$ cat src/rtl/fsfc_pkg.sv
// Shared types and constants of the flow sensor frame checker.
package fsfc_pkg;

  // Field widths.
  localparam int unsigned BYTE_W = 8;
  localparam int unsigned WORD_W = 16;
  localparam int unsigned RAW_W  = 32;
  localparam int unsigned FLOW_W = 25;
  localparam int unsigned CFG_W  = 16;

  // Configuration register indexes.
  localparam logic REG_FLOW_OFFSET  = 1'b0;
  localparam logic REG_SCALE_FACTOR = 1'b1;

  // Configuration reset values.
  localparam logic [CFG_W-1:0] FLOW_OFFSET_RST  = 16'd32000;
  localparam logic [CFG_W-1:0] SCALE_FACTOR_RST = 16'd140;

  // Commands from the controller to the datapath.
  typedef struct packed {
    logic load;
    logic crc_hi;
    logic crc_lo;
    logic update;
    logic div_step;
    logic finish;
  } fsfc_cmd_t;

  // Status from the datapath to the controller.
  typedef struct packed {
    logic is_serial;
    logic div_done;
    logic out_free;
  } fsfc_sts_t;

endpackage

$ cat src/rtl/fsfc_dp.sv
// Datapath: configuration, checksums, held state, restoring divider, result register.
module fsfc_dp
  import fsfc_pkg::*;
#(
  parameter int unsigned FRACTION_BITS = 8
) (
  input  logic                     clk,
  input  logic                     rst_n,
  input  fsfc_cmd_t                cmd,
  output fsfc_sts_t                sts,
  input  logic                     cfg_we,
  input  logic                     cfg_idx,
  input  logic [CFG_W-1:0]         cfg_wdata,
  input  logic                     in_is_serial,
  input  logic [BYTE_W-1:0]        in_byte0,
  input  logic [BYTE_W-1:0]        in_byte1,
  input  logic [BYTE_W-1:0]        in_byte2,
  input  logic [BYTE_W-1:0]        in_byte3,
  input  logic [BYTE_W-1:0]        in_byte4,
  input  logic [BYTE_W-1:0]        in_byte5,
  output logic                     out_valid,
  input  logic                     out_ready,
  output logic signed [FLOW_W-1:0] out_flow_fixed,
  output logic [RAW_W-1:0]         out_serial_number,
  output logic [RAW_W-1:0]         out_stored_value,
  output logic                     out_first_crc_ok,
  output logic                     out_second_crc_ok
);

  localparam int unsigned DVD_W = WORD_W + FRACTION_BITS;
  localparam int unsigned CNT_W = $clog2(DVD_W + 1);
  localparam logic [7:0]  CRC_POLY = 8'h31;
  localparam logic [32:0] FLOW_MAX = 33'h0FFFFFF;
  localparam logic [32:0] FLOW_MIN_MAG = 33'h1000000;

  // One byte through the CRC-8 register; the byte is already folded in.
  function automatic logic [7:0] crc8_byte(input logic [7:0] c);
    logic [7:0] r;
    r = c;
    for (int i = 0; i < 8; i++) begin
      r = r[7] ? ((r << 1) ^ CRC_POLY) : (r << 1);
    end
    return r;
  endfunction

  // Configuration registers.
  logic [CFG_W-1:0] flow_offset_r;
  logic [CFG_W-1:0] scale_factor_r;

  always_ff @(posedge clk) begin
    if (!rst_n) begin
      flow_offset_r  <= FLOW_OFFSET_RST;
      scale_factor_r <= SCALE_FACTOR_RST;
    end else if (cfg_we) begin
      unique case (cfg_idx)
        REG_FLOW_OFFSET:  flow_offset_r  <= cfg_wdata;
        REG_SCALE_FACTOR: scale_factor_r <= cfg_wdata;
        default: ;
      endcase
    end
  end

  // Captured request.
  logic              serial_r;
  logic [BYTE_W-1:0] b0_r, b1_r, b2_r, b3_r, b4_r, b5_r;
  logic [7:0]        crc1_r, crc2_r;

  always_ff @(posedge clk) begin
    if (cmd.load) begin
      serial_r <= in_is_serial;
      b0_r     <= in_byte0;
      b1_r     <= in_byte1;
      b2_r     <= in_byte2;
      b3_r     <= in_byte3;
      b4_r     <= in_byte4;
      b5_r     <= in_byte5;
    end
    if (cmd.crc_hi) begin
      crc1_r <= crc8_byte(b0_r);
      crc2_r <= crc8_byte(b3_r);
    end
    if (cmd.crc_lo) begin
      crc1_r <= crc8_byte(crc1_r ^ b1_r);
      crc2_r <= crc8_byte(crc2_r ^ b4_r);
    end
  end

  // Held state and the raw value after this read.
  logic [RAW_W-1:0]  raw_r, serial_held_r;
  logic [FLOW_W-1:0] flow_held_r;
  logic              ok1_r, ok2_r;
  logic              ok1, ok2;
  logic [RAW_W-1:0]  raw_first, raw_nxt;

  assign ok1       = (crc1_r == b2_r);
  assign ok2       = serial_r && (crc2_r == b5_r);
  assign raw_first = ok1 ? {16'd0, b0_r, b1_r} : raw_r;
  assign raw_nxt   = ok2 ? {raw_first[15:0], b3_r, b4_r} : raw_first;

  // Signed offset count and its magnitude.
  logic [WORD_W:0]   diff;
  logic [WORD_W:0]   diff_neg;
  logic [WORD_W-1:0] mag;

  assign diff     = {1'b0, raw_nxt[WORD_W-1:0]} - {1'b0, flow_offset_r};
  assign diff_neg = -diff;
  assign mag      = diff[WORD_W] ? diff_neg[WORD_W-1:0] : diff[WORD_W-1:0];

  // Restoring divider, one quotient bit per cycle; quotient shifts into dvd_r.
  logic [DVD_W-1:0]  dvd_r;
  logic [WORD_W-1:0] rem_r;
  logic [WORD_W-1:0] div_r;
  logic [CNT_W-1:0]  cnt_r;
  logic              neg_r;
  logic [WORD_W:0]   partial;
  logic [WORD_W+1:0] trial;

  assign partial = {rem_r, dvd_r[DVD_W-1]};
  assign trial   = {1'b0, partial} - {2'b00, div_r};

  always_ff @(posedge clk) begin
    if (cmd.update && !serial_r) begin
      dvd_r <= DVD_W'(mag) << FRACTION_BITS;
      rem_r <= '0;
      div_r <= (scale_factor_r == '0) ? WORD_W'(1) : scale_factor_r;
      cnt_r <= CNT_W'(DVD_W);
      neg_r <= diff[WORD_W];
    end else if (cmd.div_step) begin
      if (!trial[WORD_W+1]) begin
        rem_r <= trial[WORD_W-1:0];
        dvd_r <= {dvd_r[DVD_W-2:0], 1'b1};
      end else begin
        rem_r <= partial[WORD_W-1:0];
        dvd_r <= {dvd_r[DVD_W-2:0], 1'b0};
      end
      cnt_r <= cnt_r - CNT_W'(1);
    end
  end

  // Saturate the quotient and apply the sign.
  logic [32:0]       q_ext;
  logic [FLOW_W-1:0] q_sat;
  logic [FLOW_W-1:0] flow_new;
  logic [FLOW_W-1:0] flow_fin;

  assign q_ext = 33'(dvd_r);
  always_comb begin
    if (neg_r) begin
      q_sat = (q_ext > FLOW_MIN_MAG) ? FLOW_MIN_MAG[FLOW_W-1:0] : q_ext[FLOW_W-1:0];
    end else begin
      q_sat = (q_ext > FLOW_MAX) ? FLOW_MAX[FLOW_W-1:0] : q_ext[FLOW_W-1:0];
    end
  end
  assign flow_new = neg_r ? -q_sat : q_sat;
  assign flow_fin = serial_r ? flow_held_r : flow_new;

  // Held state update.
  always_ff @(posedge clk) begin
    if (!rst_n) begin
      raw_r         <= '0;
      flow_held_r   <= '0;
      serial_held_r <= '0;
    end else begin
      if (cmd.update) begin
        raw_r <= raw_nxt;
        ok1_r <= ok1;
        ok2_r <= ok2;
        if (serial_r) begin
          serial_held_r <= raw_nxt;
        end
      end
      if (cmd.finish) begin
        flow_held_r <= flow_fin;
      end
    end
  end

  // Result register.
  logic out_valid_r;

  always_ff @(posedge clk) begin
    if (!rst_n) begin
      out_valid_r <= 1'b0;
    end else if (cmd.finish) begin
      out_valid_r <= 1'b1;
    end else if (out_ready) begin
      out_valid_r <= 1'b0;
    end
  end

  always_ff @(posedge clk) begin
    if (cmd.finish) begin
      out_flow_fixed    <= flow_fin;
      out_serial_number <= serial_held_r;
      out_stored_value  <= raw_r;
      out_first_crc_ok  <= ok1_r;
      out_second_crc_ok <= ok2_r;
    end
  end

  assign out_valid     = out_valid_r;
  assign sts.is_serial = serial_r;
  assign sts.div_done  = (cnt_r == CNT_W'(1));
  assign sts.out_free  = !out_valid_r || out_ready;

endmodule

$ cat config.mk
export PLATFORM = sky130hd
export DESIGN_NAME = fsfc_dp
export DESIGN_NICKNAME = d
export VERILOG_FILES = /design/src/rtl/fsfc_pkg.sv /design/src/rtl/fsfc_dp.sv
export SDC_FILE = /design/constraint.sdc
export NUM_CORES = 1
export LEC_CHECK = 0
export BUFFER_PORTS_ARGS = -buffer_cell sky130_fd_sc_hd__buf_2
export CAP_MARGIN = 20
export CELL_PAD_IN_SITES_DETAIL_PLACEMENT = 1
export CELL_PAD_IN_SITES_GLOBAL_PLACEMENT = 1
export CORE_ASPECT_RATIO = 0.8
export CORE_UTILIZATION = 25
export DETAILED_ROUTE_END_ITERATION = 7
export PLACE_DENSITY = 0.49
export REMOVE_ABC_BUFFERS = 1
export SLEW_MARGIN = 20
export SYNTH_ARGS = -nofsm -noshare
export SYNTH_HDL_FRONTEND = slang
export SYNTH_SLANG_ARGS = --single-unit
$ cat constraint.sdc
create_clock -name clk -period 4.95 [get_ports clk]
set_input_delay 0.2475 -clock clk [delete_from_list [all_inputs] [get_ports clk]]
set_output_delay 0.2475 -clock clk [all_outputs]
set_load 0.005 [all_outputs]
==> flow_metrics.py <==
metrics = {
    "synth": {
        "yosys-top-cells-area": "edfxtp_1, dfxtp_1, nand2_1",
        "synth.avg_cell_area_um2": 10.6,
        "synth_top_area_share_pct": 36.2,
        "synth-seq-area-share_pct": 55.3,
        "yosys.cell_count.top_type": "nand2_1",
        "synth-seq-cells": 342,
        "synth_edf_count": 191,
        "ys.flop_type": "edfxtp_1",
        "yosys.area.top_type": "edfxtp_1",
        "synthTopCellsByCount": "nand2_1, edfxtp_1, dfxtp_1, a21oi_1, xnor2_1",
        "synthDistinctLibCells": 68,
        "netlist_instances": 1490,
        "yosysWarnings": 0,
        "synth_area_mm2": 0.0158,
        "synth-async-reset-ratio_pct": 0,
    },
    "pwr": {
        "ir_drop_v": 0.000223,
        "powerDensity_mw_per_mm2": 467,
        "p_leak_nw": 7.96,
    },
    "global_routing": {
        "grt_pass1_wl_mm": 71.4,
        "grt_overflow": 0,
        "grt_max_degree": 69,
        "grtUsageTotal_pct": 14.4,
        "antenna_found_initial": 1,
        "grt_pass1_vias": 11600,
    },
    "sta": {
        "fin_crit_ps": 4650,
        "setup_viol": 0,
        "worst-slew-pin-transition_ps": 1070,
        "skew_ps": 20.1,
        "drv_slew": 0,
        "layout_setup_ws_ps": 302,
        "clock.fmax_mhz": 215,
        "hold_viol_final": 0,
        "fin_crit_sh_pct": 93.9,
        "rsz0062_at_grt": "false",
        "max_slew_margin_pct": 29.0,
    },
    "route": {
        "drt_iter0_drc": 476,
        "vias": 11400,
        "wirelength_mm": 47.4,
        "drc": 0,
        "via_per_inst": 4.45,
        "ant_nets": 0,
        "drt-wirelength-per-cell_um": 18.4,
        "first_pass_iters": 4,
    },
    "floorplanning": {
        "row_count": 82,
        "die_y_um": 227,
        "num_io_pins": 171,
        "die_x_um": 283,
        "initial_utilization_pct": 25.3,
        "fp.coreArea_mm2": 0.0626,
        "dieArea_mm2": 0.0644,
    },
    "setup_path": {
        "endpoint_kind": "flip-flop",
        "worstSetupPathType": "reg -> reg",
        "crit_arrival_ps": 4950,
        "crit_fanout": 12,
        "crit_required_ps": 5260,
        "worst_setup_path_start_kind": "flip-flop",
    },
    "final_layout": {
        "diodes": 0,
        "nets": 1815,
        "final_area_mm2": 0.0196,
        "instances_no_fill": 2574,
        "drive_gt1_share_pct": 16.1,
        "area_growth_pct": 23.8,
    },
    "clock_tree": {
        "numCtsBuffers": 41,
        "cts_buffer_depth": 3,
        "cts_tree": "done",
        "htreeDepth": 2,
        "clk_latency_ps": 560,
        "clock-root-buffer": "clkbuf_16",
        "path_clk_slew_ps": 60,
        "cts_sinks": 342,
    },
    "min_path": {
        "min_path_type": "in -> reg",
    },
    "placed_design": {
        "gp_congestion": 0.794,
        "place_ws_ps": 150,
        "dpl-instance-area_mm2": 0.0176,
        "numPortBuffers": 170,
        "placed_cells": 2432,
        "place_hpwl_mm": 34.0,
    },
    "outcome": {
        "status": "completed",
    },
    "job": {
        "maxCapViolCount": 0,
    },
}
## cell type report
type	count	area (um2)
clock buffers	64	1240
clock inverters	12	88.8
fillers	7074	43000
inverters	49	184
multi-input cells	1007	6590
flip-flops and latches	342	8760
well taps	840	1050
repair buffers	260	1700
## final timing paths
kind                       start                              to  slack, ps  depth (start not counted)
min                        rst_n  scale_factor_r[3]$_SDFFE_PN1P_        180                          2
max          crc1_r[6]$_DFFE_PP_             dvd_r[22]$_DFFE_PP_        300                         17
max reg2reg  crc1_r[6]$_DFFE_PP_             dvd_r[22]$_DFFE_PP_        300                         17
min reg2reg      ok1_r$_DFFE_PP_      out_first_crc_ok$_DFFE_PP_        420                          0
## critical path: stages, from the launching register on
cell      delay (ps)
edfxtp_1         440
xnor2_1          170
nand4_1          210
nor2_4           310
buf_4            270
buf_4            270
mux2i_1          300
a21oi_2          130
ha_1             280
a21o_1           230
a211oi_1         380
nand2_1          100
o21ai_1          220
xnor2_1          160
or2_0            260
o41ai_2          370
xnor2_1          110
a21o_1           180
## metal layers
| layer | GRT usage, % | part of all wire, % | vias up |
|---|---|---|---|
| li1 | - | - | 5664 |
| met3 | 1.96 | 2.7 | 58 |
| met2 | 21.8 | 43 | 145 |
| met5 | 0 | 0 | - |
| met4 | 4.32 | 2.1 | 0 |
| met1 | 21.3 | 52 | 5582 |
## what timing repair did
item                                    4_1_cts  5_1_grt
endpoints found under the setup margin        0        5
hold buffers                                 66        0
endpoints found under the hold margin        82        0
resized for setup                             0        6
buffers inserted                              0        0
## state kept, by name, indices dropped and copies added (netlist names), 24 cells and up
name,count
serial_held_r,32
raw_r,32
flow_held_r,25
dvd_r,24
out_flow_fixed,25
out_stored_value,32
out_serial_number,32
## where the power goes
| group | switching, mW | total [mW] | internal (mW) |
|---|---|---|---|
| registers | 0.290 | 3.73 | 3.44 |
| logic | 1.34 | 2.45 | 1.11 |
| clock network | 1.21 | 2.97 | 1.77 |
## cell usage in the layout (no fill, tap or decap), drive strengths merged, types with 36 or more instances in the layout
cell / n
a21boi: 41
a21oi: 90
buf: 194
clkbuf: 64
dfxtp: 151
dlygate4sd3: 66
edfxtp: 191
ha: 36
inv: 49
mux2i: 61
nand2: 219
nor2: 74
nor2b: 42
o211a: 36
o21ai: 74
xnor2: 81
xor2: 57
## per-stage QoR
step / power, mW / hold slack [ps] / utilization (%) / TNS, ps
6_report: 9.15 / 181 / 31.3 / 0
3_3_place_gp: 6.18 / 406 / 28.1 / 0
4_1_cts: 9.30 / 168 / 31.3 / 0
2_1_floorplan: 5.46 / 319 / - / -1880
3_5_place_dp: 6.21 / 406 / 28.1 / 0
5_1_grt: 9.70 / 195 / 31.3 / 0
## cell families (layout without fill, tap and decap cells)
group	count (synthesis)	in the layout	share of synthesized area, %
multiplexers	65	65	4.14
AO/OA/AOI/OAI	323	323	13.7
flip-flops	342	342	55.3
buffers and inverters	141	385	3.39
AND/OR/NAND/NOR	443	443	12.8
adder cells (fa/ha/maj)	38	38	3.10
XOR/XNOR	138	138	7.63
Note: power is estimated with default switching activity, not from simulation.
